`src/rtl/core/spc_pkg.sv`:
```
// Shared types and codes for the steering pulse controller.
package spc_pkg;

    typedef enum logic [1:0] {
        OP_TICK  = 2'd0,
        OP_LEFT  = 2'd1,
        OP_RIGHT = 2'd2,
        OP_STOP  = 2'd3
    } op_t;

    typedef enum logic [1:0] {
        MODE_IDLE     = 2'd0,
        MODE_PULSING  = 2'd1,
        MODE_COOLDOWN = 2'd2
    } mode_t;

    typedef enum logic [1:0] {
        DIR_NONE  = 2'd0,
        DIR_LEFT  = 2'd1,
        DIR_RIGHT = 2'd2
    } dir_t;

    typedef enum logic [1:0] {
        MOTOR_COAST   = 2'd0,
        MOTOR_FORWARD = 2'd1,
        MOTOR_REVERSE = 2'd2
    } motor_t;

    localparam logic [1:0] CFG_PULSE_TIME    = 2'd0;
    localparam logic [1:0] CFG_COOLDOWN_TIME = 2'd1;
    localparam logic [1:0] CFG_DEFAULT_DUTY  = 2'd2;
    localparam logic [1:0] CFG_INVERT        = 2'd3;

    localparam int CFG_DATA_W = 16;
    localparam int CFG_IDX_W  = 2;
    localparam int IN_DATA_W  = 8;
    localparam int OUT_DATA_W = 16;

    localparam logic [15:0] TICK_MAX = 16'hFFFF;

    typedef struct packed {
        logic [15:0] pulse_time;
        logic [15:0] cooldown_time;
        logic [7:0]  default_duty;
        logic        invert_polarity;
    } cfg_t;

    typedef struct packed {
        logic [1:0] previous_direction;
        logic       accepted;
        logic [1:0] mode;
        logic       drive_written;
        logic [7:0] drive_duty;
        logic [1:0] drive_direction;
    } result_t;

endpackage

```
`src/rtl/core/spc_cfg_regs.sv`:
```
// Configuration register bank for the steering pulse controller.
module spc_cfg_regs
    import spc_pkg::*;
(
    input  logic                  clk,
    input  logic                  rst_n,
    input  logic                  cfg_we,
    input  logic [CFG_IDX_W-1:0]  cfg_index,
    input  logic [CFG_DATA_W-1:0] cfg_data,
    output cfg_t                  cfg
);

    cfg_t cfg_reg;

    always_ff @(posedge clk or negedge rst_n)
    begin
        if (!rst_n)
        begin
            cfg_reg.pulse_time      <= 16'd100;
            cfg_reg.cooldown_time   <= 16'd50;
            cfg_reg.default_duty    <= 8'd255;
            cfg_reg.invert_polarity <= 1'b0;
        end
        else if (cfg_we)
        begin
            unique case (cfg_index)
                CFG_PULSE_TIME:    cfg_reg.pulse_time      <= cfg_data;
                CFG_COOLDOWN_TIME: cfg_reg.cooldown_time   <= cfg_data;
                CFG_DEFAULT_DUTY:  cfg_reg.default_duty    <= cfg_data[7:0];
                CFG_INVERT:        cfg_reg.invert_polarity <= cfg_data[0];
                default:           cfg_reg                 <= cfg_reg;
            endcase
        end
    end

    assign cfg = cfg_reg;

endmodule

```
`src/rtl/core/spc_fsm.sv`:
```
// Mode state machine, pulse timer and motor drive state.
module spc_fsm
    import spc_pkg::*;
(
    input  logic       clk,
    input  logic       rst_n,
    input  logic       advance,
    input  op_t        op,
    input  logic [7:0] speed,
    input  cfg_t       cfg,
    output result_t    result
);

    mode_t       mode_reg, mode_next;
    dir_t        active_dir_reg, active_dir_next;
    dir_t        last_dir_reg, last_dir_next;
    logic [15:0] elapsed_reg, elapsed_next;
    motor_t      drive_dir_reg, drive_dir_next;
    logic [7:0]  drive_duty_reg, drive_duty_next;

    always_ff @(posedge clk or negedge rst_n)
    begin
        if (!rst_n)
        begin
            mode_reg       <= MODE_IDLE;
            active_dir_reg <= DIR_NONE;
            last_dir_reg   <= DIR_NONE;
            elapsed_reg    <= 16'd0;
            drive_dir_reg  <= MOTOR_COAST;
            drive_duty_reg <= 8'd0;
        end
        else if (advance)
        begin
            mode_reg       <= mode_next;
            active_dir_reg <= active_dir_next;
            last_dir_reg   <= last_dir_next;
            elapsed_reg    <= elapsed_next;
            drive_dir_reg  <= drive_dir_next;
            drive_duty_reg <= drive_duty_next;
        end
    end

    always_comb
    begin
        dir_t        req_dir;
        logic [7:0]  duty;
        logic [15:0] elapsed_inc;
        logic        phys_left;
        logic        written;
        logic        accepted;

        mode_next       = mode_reg;
        active_dir_next = active_dir_reg;
        last_dir_next   = last_dir_reg;
        elapsed_next    = elapsed_reg;
        drive_dir_next  = drive_dir_reg;
        drive_duty_next = drive_duty_reg;
        written         = 1'b0;
        accepted        = 1'b0;

        req_dir     = (op == OP_LEFT) ? DIR_LEFT : DIR_RIGHT;
        duty        = (speed == 8'd0) ? cfg.default_duty : speed;
        phys_left   = (op == OP_LEFT) ^ cfg.invert_polarity;
        elapsed_inc = (elapsed_reg == TICK_MAX) ? elapsed_reg : elapsed_reg + 16'd1;

        unique case (op)
            OP_LEFT, OP_RIGHT:
            begin
                accepted     = 1'b1;
                elapsed_next = 16'd0;
                if (!(mode_reg == MODE_PULSING && active_dir_reg == req_dir))
                begin
                    drive_dir_next  = phys_left ? MOTOR_REVERSE : MOTOR_FORWARD;
                    drive_duty_next = duty;
                    written         = 1'b1;
                    mode_next       = MODE_PULSING;
                    active_dir_next = req_dir;
                end
            end
            OP_STOP:
            begin
                drive_dir_next  = MOTOR_COAST;
                drive_duty_next = 8'd0;
                written         = 1'b1;
                active_dir_next = DIR_NONE;
                if (mode_reg == MODE_PULSING)
                begin
                    last_dir_next = active_dir_reg;
                    mode_next     = MODE_COOLDOWN;
                    elapsed_next  = 16'd0;
                end
                else
                begin
                    mode_next = MODE_IDLE;
                end
            end
            default:
            begin
                // Tick: advance the timer only while a pulse or cooldown runs.
                if (mode_reg == MODE_PULSING)
                begin
                    elapsed_next = elapsed_inc;
                    if (elapsed_inc >= cfg.pulse_time)
                    begin
                        drive_dir_next  = MOTOR_COAST;
                        drive_duty_next = 8'd0;
                        written         = 1'b1;
                        last_dir_next   = active_dir_reg;
                        active_dir_next = DIR_NONE;
                        mode_next       = MODE_COOLDOWN;
                        elapsed_next    = 16'd0;
                    end
                end
                else if (mode_reg == MODE_COOLDOWN)
                begin
                    elapsed_next = elapsed_inc;
                    if (elapsed_inc >= cfg.cooldown_time)
                    begin
                        mode_next = MODE_IDLE;
                    end
                end
            end
        endcase

        result.drive_direction    = drive_dir_next;
        result.drive_duty         = drive_duty_next;
        result.drive_written      = written;
        result.mode               = mode_next;
        result.accepted           = accepted;
        result.previous_direction = last_dir_next;
    end

    // A pulse in progress always owns a direction, and no other mode does.
    a_active_dir: assert property (@(posedge clk) disable iff (!rst_n)
        (mode_reg == MODE_PULSING) == (active_dir_reg != DIR_NONE))
        else $error("active direction out of step with mode");

    // Outside a pulse the motor coasts at zero duty.
    a_coast_outside_pulse: assert property (@(posedge clk) disable iff (!rst_n)
        (mode_reg != MODE_PULSING) |-> (drive_dir_reg == MOTOR_COAST && drive_duty_reg == 8'd0))
        else $error("motor driven outside a pulse");

    // A stop request leaves the motor coasting.
    a_stop_coasts: assert property (@(posedge clk) disable iff (!rst_n)
        (advance && op == OP_STOP) |=> (drive_dir_reg == MOTOR_COAST && mode_reg != MODE_PULSING))
        else $error("stop did not coast the motor");

endmodule

```
`src/rtl/core/steering_pulse_controller.sv`:
```
// Top level of the steering pulse controller: stream ports, input and result registers.
//
// The controller turns a stream of requests (millisecond ticks, left or right pulse
// requests and stop requests) into one result per request that reports the motor drive,
// the mode and the last pulsed direction. Each request is captured in an input register,
// processed by the mode state machine, and its result lands in a result register; with
// the result side ready, one request is taken every clock cycle. The input register frees
// up while a result waits, so one more request is taken before the inputs stall. The user
// must write configuration through the plain write port only while no request is in
// flight; the block does not enforce this. Register 0 is the pulse length, 1 the cooldown
// length, 2 the default duty and 3 the polarity swap.
module steering_pulse_controller
    import spc_pkg::*;
(
    input  logic                  clk,
    input  logic                  rst_n,
    // configuration write port
    input  logic                  cfg_we,
    input  logic [CFG_IDX_W-1:0]  cfg_index,
    input  logic [CFG_DATA_W-1:0] cfg_data,
    // request stream
    input  logic                  s_tvalid,
    output logic                  s_tready,
    input  logic [IN_DATA_W-1:0]  s_tdata,   // [7:0] speed
    input  logic [1:0]            s_tuser,   // [1:0] op
    // result stream
    output logic                  m_tvalid,
    input  logic                  m_tready,
    // [1:0] drive_direction, [9:2] drive_duty, [10] drive_written,
    // [12:11] mode, [13] accepted, [15:14] previous_direction
    output logic [OUT_DATA_W-1:0] m_tdata
);

    cfg_t    cfg;
    result_t result;

    logic                 in_valid_reg;
    logic [1:0]           in_op_reg;
    logic [IN_DATA_W-1:0] in_speed_reg;
    logic                 out_valid_reg;
    result_t              out_data_reg;
    logic                 advance;

    spc_cfg_regs u_cfg_regs (
        .clk       (clk),
        .rst_n     (rst_n),
        .cfg_we    (cfg_we),
        .cfg_index (cfg_index),
        .cfg_data  (cfg_data),
        .cfg       (cfg)
    );

    // Move the held request into the result register when that register is free.
    assign advance  = in_valid_reg && (!out_valid_reg || m_tready);
    assign s_tready = !in_valid_reg || advance;

    always_ff @(posedge clk or negedge rst_n)
    begin
        if (!rst_n)
        begin
            in_valid_reg <= 1'b0;
        end
        else if (s_tready)
        begin
            in_valid_reg <= s_tvalid;
        end
    end

    // Payload: hold while stalled, capture on acceptance.
    always_ff @(posedge clk)
    begin
        if (s_tvalid && s_tready)
        begin
            in_op_reg    <= s_tuser;
            in_speed_reg <= s_tdata;
        end
    end

    spc_fsm u_fsm (
        .clk     (clk),
        .rst_n   (rst_n),
        .advance (advance),
        .op      (op_t'(in_op_reg)),
        .speed   (in_speed_reg),
        .cfg     (cfg),
        .result  (result)
    );

    always_ff @(posedge clk or negedge rst_n)
    begin
        if (!rst_n)
        begin
            out_valid_reg <= 1'b0;
        end
        else if (advance)
        begin
            out_valid_reg <= 1'b1;
        end
        else if (m_tready)
        begin
            out_valid_reg <= 1'b0;
        end
    end

    always_ff @(posedge clk)
    begin
        if (advance)
        begin
            out_data_reg <= result;
        end
    end

    assign m_tvalid = out_valid_reg;
    assign m_tdata  = out_data_reg;

endmodule
```
`config.mk`:
```
export PLATFORM = sky130hd
export DESIGN_NAME = steering_pulse_controller
export DESIGN_NICKNAME = d
export VERILOG_FILES = /design/src/rtl/core/spc_pkg.sv /design/src/rtl/core/spc_cfg_regs.sv /design/src/rtl/core/spc_fsm.sv /design/src/rtl/core/steering_pulse_controller.sv
export SDC_FILE = /design/constraint.sdc
export NUM_CORES = 1
export LEC_CHECK = 0
export BUFFER_PORTS_ARGS = -buffer_cell sky130_fd_sc_hd__buf_4
export CAP_MARGIN = 20
export CORE_MARGIN = 1.5
export CORE_UTILIZATION = 50
export DETAILED_ROUTE_END_ITERATION = 8
export PLACE_DENSITY = 0.73
export SLEW_MARGIN = 25
export SYNTH_ARGS = -nofsm -noshare
export SYNTH_HDL_FRONTEND = slang
export SYNTH_SLANG_ARGS = --single-unit
```
`constraint.sdc`:
```
create_clock -name clk -period 5.3 [get_ports clk]
set_input_delay 1.325 -clock clk [delete_from_list [all_inputs] [get_ports clk]]
set_output_delay 1.325 -clock clk [all_outputs]
set_load 0.02 [all_outputs]
```
Word-level counts from Yosys, hierarchy flattened
Index checks and enable logic that the tools add are counted.

Bits in registers: 101. Output and inout port bits: 18. Word-level logic and storage cells: 95.

Add/subtract/negate cells: 1. Magnitude comparators: 2. Eq/ne operators: 12. Multiplexer cells: 39. Bitwise gates (word level): 1. Reduce and logical (&&, ||, !) cells: 20.

Operator list (count): $mux 16 (5); $mux 2 (17); $ge 16x16->1 (2); $mux 8 (4); $pmux 16 s2 (1); $add 16x1->16 const B (1); $eq 16x16->1 const B (1); $pmux 2 s2 (4); $pmux 8 s2 (1); $eq 2x2->1 const B (5); $reduce_bool 3->1 (3); $logic_not 8->1 (1); $reduce_and 2->1 (4); $eq 2x1->1 const B (3); $mux 1 (6); $reduce_and 4->1 (1); $logic_and 1x1->1 (3); $reduce_and 3->1 (1); $eq 2x2->1 (1); $logic_not 1->1 (2); $logic_not 2->1 (1); $logic_or 1x1->1 (2); $ne 2x1->1 const B (1); $ne 2x2->1 const B (1); other kinds (4) (4).

Depth between registers and ports, before layout
Depth in word-level cells: 7. Depth in mapped cells: 16. Mapped depth without buffers: 13.

Cells and area by module
From an unflattened synthesis, not the netlist that was laid out.

Cell total of the unflattened synthesis: 492. Area total of the unflattened synthesis: 5482.8 sq um.

Modules (own cells, without submodules): spc_fsm (times used 1, cells each 370, area an instance 3027.9 sq um, seq. area each 800.8 sq um); spc_cfg_regs (times used 1, cells each 88, area an instance 1570.3 sq um, seq. area each 1043.5 sq um); steering_pulse_controller (times used 1, cells each 34, area an instance 884.6 sq um, seq. area each 830.8 sq um).

Least setup slack after synthesis
No wires, ideal clock.

Path kind: register -> register. From: register u_fsm.elapsed_reg[0]. To: register out_data_reg, in the netlist m_tdata[2] (data pin). Library setup time: 254 ps. Data arrival time: 3454 ps. Data required time: 5046 ps. Setup slack: 1592 ps. Cell stages (with the launch flop): 15. Path buffers: 2. Clock period less this slack: 3708 ps. Path through: dfrtp_1 ha_1 nand2_1 or3_1 nor3_1 nand3_1 o21a_1 ha_1 nand4_2 nor3_2 or4b_4 a31o_2 buf_6 buf_2 a21o_1.

RTL lines: start, declared (line spc_fsm.sv:17) `logic [15:0] elapsed_reg, elapsed_next;`; start signal, assigned (line spc_fsm.sv:37) `elapsed_reg <= elapsed_next;`; end signal, assigned (line steering_pulse_controller.sv:109) `out_data_reg <= result;`; end, declared (line steering_pulse_controller.sv:41) `result_t out_data_reg;`.

==> results.cfg <==
[routing]
drt-total-wl_um = 12000
vias = 4058
remaining_drc_errors = 0
drtIter0Drc = 305
detail-route-antenna-nets = 0
wire_per_inst_um = 17.2
drt-pass1-iter-count = 7
routed_via_density = 5.81

[sta]
max_freq_mhz = 233
rsz0062_at_grt = false
slew_headroom_pct = 35.8
skew_ns = 0.0190
min_period_ns = 4.30
layout_setup_ws_ns = 0.999
finalHoldViolCount = 0
post-route-period-util_pct = 81.1
worst_slew_pin_slew_ns = 0.960
setup_viol = 0
fin_tns_setup_ns = 0
maxSlewViolCount = 0
holdWs_ns = 0.508

[clocking]
hold_buffers = 0
cts-root-buf = clkbuf_8
cts_sinks = 101
ctsResizeCount = 0
cts_buffers = 9
clockBufferDepth = 2
clk-insertion-delay-late_ns = 0.38
path_clk_slew_ns = 0.09
htree_levels = 3
tritoncts = yes
postCtsSetupBuffers = 0

[synthesis]
synth_enable_flop_cells = 26
synth-main-ff-cell = dfrtp_1
yosys.area.top_type = dfrtp_1
synth_top_area_share_pct = 28.2
netlist_top_cells_count = dfrtp_1, nand2_1, a21oi_1, ha_1, inv_1
synthArstFlopShare_pct = 74.3
synth.avg_cell_area_um2 = 10.6
synthTopCellsByArea = dfrtp_1, edfxtp_1, ha_1
seq_area_frac_synth_pct = 49.4
synth.most_common_cell = dfrtp_1
postSynthNetCount = 579
synth.distinct_cells = 64
synth-seq-cells = 101
synth.cell_area_um2 = 5420
syn_inst = 509
yosysWarningCount = 0

[setup_path]
reg2reg_slack_ns = 1.0
worst-path-buf-inv = 0
cp_common_cell = nand3_1
slowest_delay_ns = 0.66
r2r_cells = 12
critical_path_arrival_ns = 4.44
critPathTopFamily = simple AND/OR/NAND/NOR gates
startpoint = u_fsm.elapsed_reg[3]
r2r-start = u_fsm.elapsed_reg[3]
r2r_end = m_tdata[1]
worst-path-max-fanout = 9
worstSetupStartpointType = flip-flop
required_ns = 5.44
crit_cells = 12
worstSetupPathType = reg2reg
worstSetupEndpointType = flip-flop
path_cells = nand3_1, nor4_1, and3_1, nand3_1, o21a_1, ha_1, nand4_2, nor3_2, or4b_4, a31oi_4, o21ai_1, a22o_1
endpoint = m_tdata[1]
cp_slowest_cell = nor4_1

[finish]
fin_nets = 627
largest_reg_flops = 41
multi_input_area_um2 = 2540
antenna_cells = 0
layout-drive-gt1-share_pct = 21.5
regArea_um2 = 2680
area_growth_pct = 12.8
num-fill-cells = 901
design_area_um2 = 6110

[global_routing]
grt_use_total_pct = 22.6
grt_max_degree = 76
grt_pass1_wl_um = 20100
grt_pass1_vias = 4150
overflow = 0
antenna_found_initial = 0

[power]
p_leak_uw = 0.00275
p_per_area_nw_per_um2 = 340
ir_drop_v = 0.000163
p_total_uw = 2070

[worst_hold_path]
hold_path.class = reg2reg

[die]
io_pins = 51
die_y_um = 107
core_um2 = 10400
core.rowCount = 37
die_width_um = 107
die-area_um2 = 11500
initial_utilization_pct = 52.0

[outcome]
status = complete, no violations

[placed_design]
post-place-ws_ns = 1.01
dpl_cell_area_um2 = 5910
port-buffer-count = 50
gp_congestion = 0.879
dpl.hpwl_um = 8670

[run]
drv_cap = 0
layer usage:
layer	vias up	share of wire, %	GRT usage [%]	wire, µm
met3	25	5.4	5.35	651
met4	0	2.3	6.76	274
met1	1966	46	30.5	5500
met2	124	46	36.2	5550
li1	1943	-	-	-
met5	-	0	0	0
final cells by class:
class / count / area share (%)
sequential: 101 / 43.8
multi-input combinational: 356 / 41.6
clock buffer: 14 / 2.50
tap: 136 / 2.79
inverter: 37 / 2.27
timing repair buffer: 52 / 6.45
clock inverter: 2 / 0.574
per-stage QoR:
step	util [%]	instances
CTS	58.6	698
finish	58.6	698
global placement	56.8	682
floorplan	-	509
detailed placement	56.8	682
global route	58.6	698
worst register-to-register path, stage by stage (launching register included):
cell,delay (ns)
dfrtp_1,0.45
nand3_1,0.26
nor4_1,0.66
and3_1,0.30
nand3_1,0.11
o21a_1,0.14
ha_1,0.33
nand4_2,0.16
nor3_2,0.31
or4b_4,0.55
a31oi_4,0.34
o21ai_1,0.24
a22o_1,0.23
how the worst min path moves through the flow:
stage / start / endpoint / slack, ns / cells after the start
after floorplan: u_fsm.drive_dir_reg[0] / u_fsm.drive_dir_reg[0] / 0.46 / 1
after global placement: u_fsm.drive_dir_reg[0] / u_fsm.drive_dir_reg[0] / 0.47 / 1
after detailed placement: u_fsm.drive_duty_reg[6] / u_fsm.drive_duty_reg[6] / 0.48 / 1
after CTS: u_fsm.drive_duty_reg[6] / u_fsm.drive_duty_reg[6] / 0.50 / 1
after global routing: u_fsm.drive_duty_reg[6] / u_fsm.drive_duty_reg[6] / 0.53 / 1
final: u_fsm.drive_dir_reg[0] / u_fsm.drive_dir_reg[0] / 0.51 / 1
cells by family (layout without fill, tap and decap cells):
kind of cell	count (synthesis)	in the layout	share of synthesized area [%]
XOR/XNOR	12	12	1.94
buffers and inverters	52	105	3.79
multiplexers	29	29	6.03
adder cells (fa/ha/maj)	37	37	8.55
flip-flops	101	101	49.4
AND/OR/NAND/NOR	146	146	14.1
AO/OA/AOI/OAI	132	132	16.2
layout by cell type, fill, tap and decap left out, types with 21 or more instances in the layout:
cell	synthesis	layout
o21ai_0	29	29
edfxtp_1	26	26
inv_1	36	36
mux2_2	28	28
a21oi_1	37	37
nand2_1	48	48
buf_4	0	51
nor2_1	23	23
ha_1	37	37
nand3_1	21	21
dfrtp_1	61	61
power by group:
| group | internal [µW] | switching (µW) | leakage [µW] |
|---|---|---|---|
| clock network | 232 | 257 | 0.0000947 |
| registers | 952 | 86.7 | 0.00117 |
| logic | 244 | 302 | 0.00148 |
No activity file was read; power rests on OpenSTA's default activity.
